### src/design/tnsit_pkg.sv
// shared types and constants for the sorted top-n table
`default_nettype none

package tnsit_pkg;

  localparam int KEY_W     = 16;
  localparam int DEPTH_W   = 8;
  localparam int IO_PAY_W  = 32;
  localparam int IDX_W     = 3;
  localparam int COUNT_W   = 4;
  localparam int GAMES_W   = 16;
  localparam int MODE_W    = 2;

  typedef enum logic [MODE_W-1:0] {
    MODE_INSERT = 2'd0,
    MODE_READ   = 2'd1,
    MODE_TICK   = 2'd2,
    MODE_NONE   = 2'd3
  } mode_t;

  typedef struct packed {
    logic capture;
    logic walk_step;
    logic load_out;
  } dp_cmd_t;

  typedef struct packed {
    logic walk_last;
  } dp_status_t;

endpackage

`default_nettype wire

### src/design/tnsit_dp.sv
// datapath: slot memory, insert walk, counters and result register
`default_nettype none

module tnsit_dp #(
  parameter int TABLE_SLOTS  = 8,
  parameter int PAYLOAD_BITS = 32
) (
  input  wire logic                                 clk,
  input  wire logic                                 rst,
  input  wire tnsit_pkg::dp_cmd_t                   cmd,
  output tnsit_pkg::dp_status_t                     status,
  input  wire logic [tnsit_pkg::MODE_W-1:0]         mode,
  input  wire logic [tnsit_pkg::KEY_W-1:0]          new_key,
  input  wire logic [tnsit_pkg::DEPTH_W-1:0]        new_depth,
  input  wire logic [tnsit_pkg::IO_PAY_W-1:0]       new_payload,
  input  wire logic [tnsit_pkg::IDX_W-1:0]          read_index,
  output logic                                      inserted,
  output logic [tnsit_pkg::IDX_W-1:0]               insert_slot,
  output logic [tnsit_pkg::KEY_W-1:0]               entry_key,
  output logic [tnsit_pkg::DEPTH_W-1:0]             entry_depth,
  output logic [tnsit_pkg::IO_PAY_W-1:0]            entry_payload,
  output logic [tnsit_pkg::COUNT_W-1:0]             filled_count,
  output logic [tnsit_pkg::GAMES_W-1:0]             games_total
);

  localparam int AW = (TABLE_SLOTS > 1) ? $clog2(TABLE_SLOTS) : 1;
  localparam int CW = $clog2(TABLE_SLOTS + 1);
  localparam int PW = PAYLOAD_BITS;
  localparam int EW = tnsit_pkg::KEY_W + tnsit_pkg::DEPTH_W + PW;

  // captured item
  tnsit_pkg::mode_t                 mode_q;
  logic [tnsit_pkg::KEY_W-1:0]      key_q;
  logic [tnsit_pkg::DEPTH_W-1:0]    depth_q;
  logic [PW-1:0]                    pay_q;
  logic                             idx_ok_q;

  // slot memory, word is {key, depth, payload}
  logic [EW-1:0]                    entry_mem [TABLE_SLOTS];
  logic [TABLE_SLOTS-1:0]           slot_vld;
  logic [EW-1:0]                    rd_data;
  logic                             rd_vld;

  // walk state
  logic [AW-1:0]                    walk_idx;
  logic                             found;
  logic [AW-1:0]                    ins_pos;
  logic [EW-1:0]                    carry;
  logic [CW-1:0]                    count;
  logic [tnsit_pkg::GAMES_W-1:0]    games;

  tnsit_pkg::mode_t                 in_mode;
  logic [AW+2:0]                    ridx_ext;
  logic [AW-1:0]                    ridx;
  logic [PW+31:0]                   pay_in_ext;
  logic [EW-1:0]                    eff_word;
  logic [tnsit_pkg::KEY_W-1:0]      eff_key;
  logic [tnsit_pkg::DEPTH_W-1:0]    eff_depth;
  logic [PW+31:0]                   eff_pay_ext;
  logic [AW+2:0]                    pos_ext;
  logic [CW+3:0]                    count_ext;
  logic                             walk_last;
  logic                             take;
  logic                             shift;
  logic                             mem_we;
  logic [EW-1:0]                    wr_data;
  logic                             rd_en;
  logic [AW-1:0]                    rd_addr;

  assign in_mode    = tnsit_pkg::mode_t'(mode);
  assign ridx_ext   = (AW+3)'(read_index);
  assign ridx       = ridx_ext[AW-1:0];
  assign pay_in_ext = (PW+32)'(new_payload);

  // slots never written since reset read as zero
  assign eff_word    = rd_vld ? rd_data : '0;
  assign eff_key     = eff_word[EW-1 -: tnsit_pkg::KEY_W];
  assign eff_depth   = eff_word[PW +: tnsit_pkg::DEPTH_W];
  assign eff_pay_ext = (PW+32)'(eff_word[PW-1:0]);

  assign walk_last        = (walk_idx == AW'(TABLE_SLOTS - 1));
  assign status.walk_last = walk_last;

  // first empty slot or smaller key takes the new entry, later slots take the carry
  assign take    = cmd.walk_step && !found
                   && ((eff_depth == '0) || (key_q > eff_key));
  assign shift   = cmd.walk_step && found;
  assign mem_we  = take || shift;
  assign wr_data = take ? {key_q, depth_q, pay_q} : carry;

  assign rd_en   = cmd.capture || (cmd.walk_step && !walk_last);
  always_comb begin
    if (cmd.capture) begin
      rd_addr = (in_mode == tnsit_pkg::MODE_INSERT) ? '0 : ridx;
    end else begin
      rd_addr = walk_idx + AW'(1);
    end
  end

  assign pos_ext   = (AW+3)'(ins_pos);
  assign count_ext = (CW+4)'(count);

  always_ff @(posedge clk) begin
    if (mem_we) begin
      entry_mem[walk_idx] <= wr_data;
    end
    if (rd_en) begin
      rd_data <= entry_mem[rd_addr];
    end
  end

  always_ff @(posedge clk) begin
    if (rst) begin
      slot_vld <= '0;
      rd_vld   <= 1'b0;
      walk_idx <= '0;
      found    <= 1'b0;
      count    <= '0;
      games    <= '0;
    end else begin
      if (mem_we) begin
        slot_vld[walk_idx] <= 1'b1;
      end
      if (rd_en) begin
        rd_vld <= slot_vld[rd_addr];
      end
      if (cmd.capture) begin
        walk_idx <= '0;
        found    <= 1'b0;
        if (in_mode == tnsit_pkg::MODE_TICK) begin
          games <= games + tnsit_pkg::GAMES_W'(1);
        end
      end else if (cmd.walk_step) begin
        if (!walk_last) begin
          walk_idx <= walk_idx + AW'(1);
        end
        if (take) begin
          found <= 1'b1;
        end
        // the old last entry falls off the end
        if (walk_last && mem_we) begin
          count <= count + CW'(depth_q != '0) - CW'(eff_depth != '0);
        end
      end
    end
  end

  always_ff @(posedge clk) begin
    if (cmd.capture) begin
      mode_q   <= in_mode;
      key_q    <= new_key;
      depth_q  <= new_depth;
      pay_q    <= pay_in_ext[PW-1:0];
      idx_ok_q <= ({{(32-tnsit_pkg::IDX_W){1'b0}}, read_index} < TABLE_SLOTS);
    end
    if (mem_we) begin
      carry <= eff_word;
    end
    if (take) begin
      ins_pos <= walk_idx;
    end
    if (cmd.load_out) begin
      inserted     <= (mode_q == tnsit_pkg::MODE_INSERT) && found;
      insert_slot  <= ((mode_q == tnsit_pkg::MODE_INSERT) && found) ? pos_ext[2:0] : '0;
      if ((mode_q == tnsit_pkg::MODE_READ) && idx_ok_q) begin
        entry_key     <= eff_key;
        entry_depth   <= eff_depth;
        entry_payload <= eff_pay_ext[31:0];
      end else begin
        entry_key     <= '0;
        entry_depth   <= '0;
        entry_payload <= '0;
      end
      filled_count <= count_ext[3:0];
      games_total  <= games;
    end
  end

`ifndef SYNTHESIS
  a_count_range: assert property (@(posedge clk) disable iff (rst)
    count <= TABLE_SLOTS)
    else $error("filled count above table size");

  a_found_holds: assert property (@(posedge clk) disable iff (rst)
    (found && cmd.walk_step) |=> found)
    else $error("insert position lost during walk");
`endif

endmodule

`default_nettype wire

### src/design/tnsit_ctrl.sv
// controller: sequences capture, insert walk and result hand-off
`default_nettype none

module tnsit_ctrl (
  input  wire logic                          clk,
  input  wire logic                          rst,
  input  wire logic                          in_valid,
  output logic                               in_stall,
  input  wire logic [tnsit_pkg::MODE_W-1:0]  mode,
  output logic                               out_valid,
  input  wire logic                          out_stall,
  output tnsit_pkg::dp_cmd_t                 cmd,
  input  wire tnsit_pkg::dp_status_t         status
);

  typedef enum logic [2:0] {
    ST_IDLE   = 3'b001,
    ST_WALK   = 3'b010,
    ST_FINISH = 3'b100
  } state_t;

  state_t state;
  state_t state_next;
  logic   out_free;

  assign out_free = !out_valid || !out_stall;

  always_comb begin
    state_next = state;
    cmd        = '0;
    in_stall   = 1'b1;
    unique case (state)
      ST_IDLE: begin
        in_stall = 1'b0;
        if (in_valid) begin
          cmd.capture = 1'b1;
          if (tnsit_pkg::mode_t'(mode) == tnsit_pkg::MODE_INSERT) begin
            state_next = ST_WALK;
          end else begin
            state_next = ST_FINISH;
          end
        end
      end
      ST_WALK: begin
        cmd.walk_step = 1'b1;
        if (status.walk_last) begin
          state_next = ST_FINISH;
        end
      end
      ST_FINISH: begin
        if (out_free) begin
          cmd.load_out = 1'b1;
          state_next   = ST_IDLE;
        end
      end
      default: begin
        state_next = ST_IDLE;
      end
    endcase
  end

  always_ff @(posedge clk) begin
    if (rst) begin
      state     <= ST_IDLE;
      out_valid <= 1'b0;
    end else begin
      state <= state_next;
      if (cmd.load_out) begin
        out_valid <= 1'b1;
      end else if (!out_stall) begin
        out_valid <= 1'b0;
      end
    end
  end

`ifndef SYNTHESIS
  a_result_from_finish: assert property (@(posedge clk) disable iff (rst)
    $rose(out_valid) |-> $past(state == ST_FINISH))
    else $error("result raised outside finish");

  a_walk_ends: assert property (@(posedge clk) disable iff (rst)
    (state == ST_WALK && status.walk_last) |=> (state == ST_FINISH))
    else $error("walk did not end at last slot");

  a_no_overwrite: assert property (@(posedge clk) disable iff (rst)
    cmd.load_out |-> (!out_valid || !out_stall))
    else $error("result register overwritten while held");
`endif

endmodule

`default_nettype wire

### src/design/top_n_sorted_insert_table.sv
// top level of the sorted top-n table with games counter
//
//   channel  | handshake           | fields
//   ---------+---------------------+------------------------------------------------
//   input    | in_valid / in_stall | mode new_key new_depth new_payload read_index
//   output   | out_valid/out_stall | inserted insert_slot entry_key entry_depth
//            |                     | entry_payload filled_count games_total
//
// an insert accepts the item, walks the slot memory one slot at a time and then
// loads the result register
// read, tick and unused mode skip the walk and go straight to the result load
// reset clears the slot valid bits, fill count and games counter at once
// the next item is accepted while a result still waits; a stalled result
// holds the block only when the following result is ready
`default_nettype none

module top_n_sorted_insert_table #(
  parameter int TABLE_SLOTS  = 8,
  parameter int PAYLOAD_BITS = 32
) (
  input  wire logic                            clk,
  input  wire logic                            rst,
  input  wire logic                            in_valid,
  output logic                                 in_stall,
  input  wire logic [tnsit_pkg::MODE_W-1:0]    mode,
  input  wire logic [tnsit_pkg::KEY_W-1:0]     new_key,
  input  wire logic [tnsit_pkg::DEPTH_W-1:0]   new_depth,
  input  wire logic [tnsit_pkg::IO_PAY_W-1:0]  new_payload,
  input  wire logic [tnsit_pkg::IDX_W-1:0]     read_index,
  output logic                                 out_valid,
  input  wire logic                            out_stall,
  output logic                                 inserted,
  output logic [tnsit_pkg::IDX_W-1:0]          insert_slot,
  output logic [tnsit_pkg::KEY_W-1:0]          entry_key,
  output logic [tnsit_pkg::DEPTH_W-1:0]        entry_depth,
  output logic [tnsit_pkg::IO_PAY_W-1:0]       entry_payload,
  output logic [tnsit_pkg::COUNT_W-1:0]        filled_count,
  output logic [tnsit_pkg::GAMES_W-1:0]        games_total
);

  tnsit_pkg::dp_cmd_t    cmd;
  tnsit_pkg::dp_status_t status;

  tnsit_ctrl u_ctrl (
    .clk       (clk),
    .rst       (rst),
    .in_valid  (in_valid),
    .in_stall  (in_stall),
    .mode      (mode),
    .out_valid (out_valid),
    .out_stall (out_stall),
    .cmd       (cmd),
    .status    (status)
  );

  tnsit_dp #(
    .TABLE_SLOTS  (TABLE_SLOTS),
    .PAYLOAD_BITS (PAYLOAD_BITS)
  ) u_dp (
    .clk           (clk),
    .rst           (rst),
    .cmd           (cmd),
    .status        (status),
    .mode          (mode),
    .new_key       (new_key),
    .new_depth     (new_depth),
    .new_payload   (new_payload),
    .read_index    (read_index),
    .inserted      (inserted),
    .insert_slot   (insert_slot),
    .entry_key     (entry_key),
    .entry_depth   (entry_depth),
    .entry_payload (entry_payload),
    .filled_count  (filled_count),
    .games_total   (games_total)
  );

endmodule

`default_nettype wire
### config.mk
export PLATFORM = sky130hd
export DESIGN_NAME = top_n_sorted_insert_table
export DESIGN_NICKNAME = d
export VERILOG_FILES = /design/src/design/tnsit_pkg.sv /design/src/design/tnsit_dp.sv /design/src/design/tnsit_ctrl.sv /design/src/design/top_n_sorted_insert_table.sv
export SDC_FILE = /design/constraint.sdc
export NUM_CORES = 1
export LEC_CHECK = 0
export BUFFER_PORTS_ARGS = -buffer_cell sky130_fd_sc_hd__buf_4
export CORE_UTILIZATION = 60
export CTS_BUF_LIST = sky130_fd_sc_hd__clkbuf_16
export DETAILED_ROUTE_END_ITERATION = 8
export PLACE_DENSITY = 0.78
export SKIP_LAST_GASP = 1
export SYNTH_ARGS = -nofsm -noshare
export SYNTH_HDL_FRONTEND = slang
export SYNTH_HIERARCHICAL = 1
export SYNTH_SLANG_ARGS = --single-unit
### constraint.sdc
create_clock -name clk -period 9.2 [get_ports clk]
set_input_delay 0.46 -clock clk [delete_from_list [all_inputs] [get_ports clk]]
set_output_delay 0.46 -clock clk [all_outputs]
set_load 0.02 [all_outputs]
==> results_dict.tcl <==
set metrics [dict create \
    max_stage_delay_ps 1020 \
    cp_cell_sequence "buf_4, nand2_1, ha_1, and4_1, nand3_2, a2111oi_4, nor4_2, o21ai_0, nand2_1, nor2_4, buf_4" \
    crit_path_max_fanout 48 \
    maxCapViolCount 0 \
    rows 80 \
    leakage_uw 0.0121 \
    netlist_area_mm2 0.0290 \
    drt-total-wl_um 56600 \
    cts_root_buf "clkbuf_16" \
    vdd_drop_max_v 0.000143 \
    h-tree-depth 3 \
    ios 147 \
    synth_edf_count 701 \
    area_delta_synth_final_pct 13.5 \
    tns_ps 0 \
    core_mm2 0.0476 \
    clkPwrFrac_pct 39.3 \
    track_usage_pct 23.3 \
    syn_avg_cell_area_um2 16.6 \
    hp-start "new_payload[15]" \
    slew_violations 0 \
    portBuffers 146 \
    synth-seq-area-share_pct 75.2 \
    via_per_inst 5.87 \
    path_clk_slew_ps 60 \
    synth.distinct_cells 55 \
    setup_viol 0 \
    async_reset_ff_share_pct 0 \
    die_h_um 222 \
    fin_crit_ps 5640 \
    grt_pass1_wl_um 86600 \
    synth-seq-cells 738 \
    p_total_uw 6880 \
    rrSetupSlack_ps 3560 \
    antenna_found_initial 1 \
    power_switching_uw 1480 \
    crit_type "flip-flop to flip-flop" \
    seqPwrFrac_pct 54.7 \
    setup.worst_path.end "u_dp/entry_mem[7][20]" \
    r2r_end "u_dp/entry_mem[7][20]" \
    endpoint_kind "flip-flop" \
    die-area_mm2 0.0492 \
    min_path_type "primary input to flip-flop" \
    critPathSlowestCell "o21ai_0" \
    grt_max_degree 174 \
    post-dp-hpwl_um 30000 \
    n_antenna_cell 0 \
    fin_crit_sh_pct 61.3 \
    crit_start "u_dp/rd_vld" \
    synth-main-ff-cell "edfxtp_1" \
    worstPathArrival_ps 5860 \
    rsz0062_at_grt "no" \
    final_nets 1988 \
    fmax_mhz 177 \
    clk_latency_ps 610 \
    p_per_area_mw_per_mm2 209 \
    die-width_um 222 \
    place_congestion 0.797 \
    r2r_cells 11 \
    cts_buffers 74 \
    synthesis.nets 1837 \
    post-cts-setup-buffer-count 0 \
    status "completed" \
    finClkSkew_ps 19.5 \
    postSynthCellCount 1748 \
    grt_overflow 0 \
    p_int_uw 5400 \
    vias 15066 \
    detail_route.wl_per_cell_um 22.0 \
    drt.antenna.violating_nets 0 \
    switching_share_pct 21.5 \
    cts_sinks 738 \
    clk_path_buf_depth 3 \
    cp-start-kind "flip-flop" \
    p_comb_share_pct 5.9 \
    hold_violations 0 \
    grt_pass1_vias 15183 \
    reg2reg_from "u_dp/rd_vld" \
    required_ps 9420 \
    tritoncts "yes" \
    dr.pass1.iters 5 \
    start_util_pct 60.8 \
    drive_gt1_share_pct 23.2 \
    drt_iter0_markers 1465 \
    tightestPinTransition_ps 1300 \
    drc 0 \
    ys.warnings.count 6 \
    relSlewSlack_pct 12.5 \
]
==> synthesized netlist by cell type, types with 29 or more instances <==
cell type	instances	area, µm²
o211ai_1	58	435
edfxtp_1	701	21100
nand2_1	86	323
inv_1	29	109
mux2_4	29	435
a21oi_1	74	370
nor2_1	113	424
o21ai_0	61	305
clkbuf_1	50	188
dfxtp_1	37	741
mux2i_1	118	1180
and2_1	78	488
mux2_2	141	1590
==> what timing repair did <==
| action | CTS | global route |
|---|---|---|
| gates resized for setup | 0 | 0 |
| endpoints found under the hold margin | 2 | 0 |
| hold buffers | 2 | 0 |
==> cell usage in the layout, fill, tap and decap left out, types with 3 or more instances in the layout <==
cell type / n
nand3_1: 6
buf_4: 162
mux2_2: 141
clkinv_1: 16
o211ai_1: 58
nor3b_1: 3
nor3_1: 5
and4_1: 3
nor2_1: 108
clkinv_2: 8
a21oi_1: 73
inv_1: 50
a31oi_1: 4
nand2_1: 86
nand3b_1: 3
nor2_4: 5
mux2_4: 29
o21ai_0: 61
dfxtp_1: 36
nand2b_1: 3
a21o_1: 4
mux2i_1: 118
xor2_1: 11
nor2b_1: 8
ha_1: 23
and3_1: 12
nor3_2: 5
nor4_1: 3
and2_1: 77
nand4_1: 4
xnor2_1: 5
inv_6: 6
clkbuf_16: 74
edfxtp_1: 701
==> worst min-delay path by stage <==
stage,endpoint,slack (ps),cells past startpoint
2_1_floorplan,u_dp/filled_count[2],410,0
3_5_place_dp,u_dp/games_total[15],440,0
6_report,u_dp/pay_q[15],30,1
4_1_cts,u_dp/pay_q[15],0.9,1
5_1_grt,u_dp/pay_q[9],10,1
3_3_place_gp,u_dp/filled_count[2],430,0
==> registers in the layout, indices dropped and copies added, names as in the netlist, 2 cells and up <==
register / count
u_dp/ins_pos: 3
u_dp/carry: 56
u_dp/slot_vld: 8
u_dp/walk_idx: 3
u_dp/key_q: 16
u_dp/entry_depth: 8
u_dp/games: 16
u_dp/count: 4
u_dp/mode_q: 2
u_dp/entry_mem: 448
u_dp/games_total: 16
u_ctrl/state: 3
u_dp/rd_data: 56
u_dp/pay_q: 32
u_dp/depth_q: 8
u_dp/entry_key: 16
u_dp/insert_slot: 3
u_dp/filled_count: 4
u_dp/entry_payload: 32
==> power groups by stage <==
stage | clock network (µW) | logic, µW | registers, µW
3_3_place_gp | 0 | 389 | 3840
2_1_floorplan | 0 | 272 | 3830
3_5_place_dp | 0 | 405 | 3840
4_1_cts | 2760 | 409 | 3770
5_1_grt | 2900 | 446 | 3770
6_report | 2710 | 409 | 3770
==> worst max-delay path: cells and delay by family (launching register included) <==
kind,cells,cell delay [ps]
compound gates,2,1280
fa+ha+maj,1,360
buf+inv,2,1320
flops,1,560
simple gates,6,1660
==> through the flow <==
| step | utilization, % | cell area [µm²] | setup slack (ps) | instances | hold WS [ps] |
|---|---|---|---|---|---|
| floorplan | - | 29000 | 2640 | 1748 | 408 |
| global placement | 64.4 | 30700 | 4020 | 2436 | 426 |
| detailed placement | 64.4 | 30700 | 3660 | 2436 | 436 |
| CTS | 69.0 | 32900 | 3610 | 2568 | 0.908 |
| global route | 69.0 | 32900 | 3380 | 2568 | 10.4 |
| finish | 69.0 | 32900 | 3560 | 2568 | 27.2 |
==> kinds of logic (layout without fill, tap and decap cells) <==
family	Yosys count	in the layout	synth area share (%)
adders and majority gates	24	24	1.06
DFF	738	738	75.2
xor gates and xnor gates	16	16	0.484
buffers and inverters	119	324	1.83
AOI/OAI and AO/OA	216	216	4.49
muxes	288	288	11.1
and+or+nand+nor	347	347	5.87
==> layout make-up <==
type / count / area, µm²
Clock buffer: 74 / 1850
Clock inverter: 56 / 323
Fill cell: 3045 / 14800
Inverter: 29 / 109
Multi-Input combinational cell: 891 / 6780
Sequential cell: 738 / 21800
Tap cell: 615 / 769
Timing Repair Buffer: 165 / 1260
==> metal layers <==
| metal | up-vias | global-route usage (%) | part of all wire [%] |
|---|---|---|---|
| li1 | 6917 | - | - |
| met2 | 520 | 39.0 | 50 |
| met4 | 0 | 8.18 | 2.4 |
| met3 | 105 | 3.45 | 5.8 |
| met5 | - | 0 | 0 |
| met1 | 7524 | 31.3 | 42 |
(Power assumes the default switching activity.)
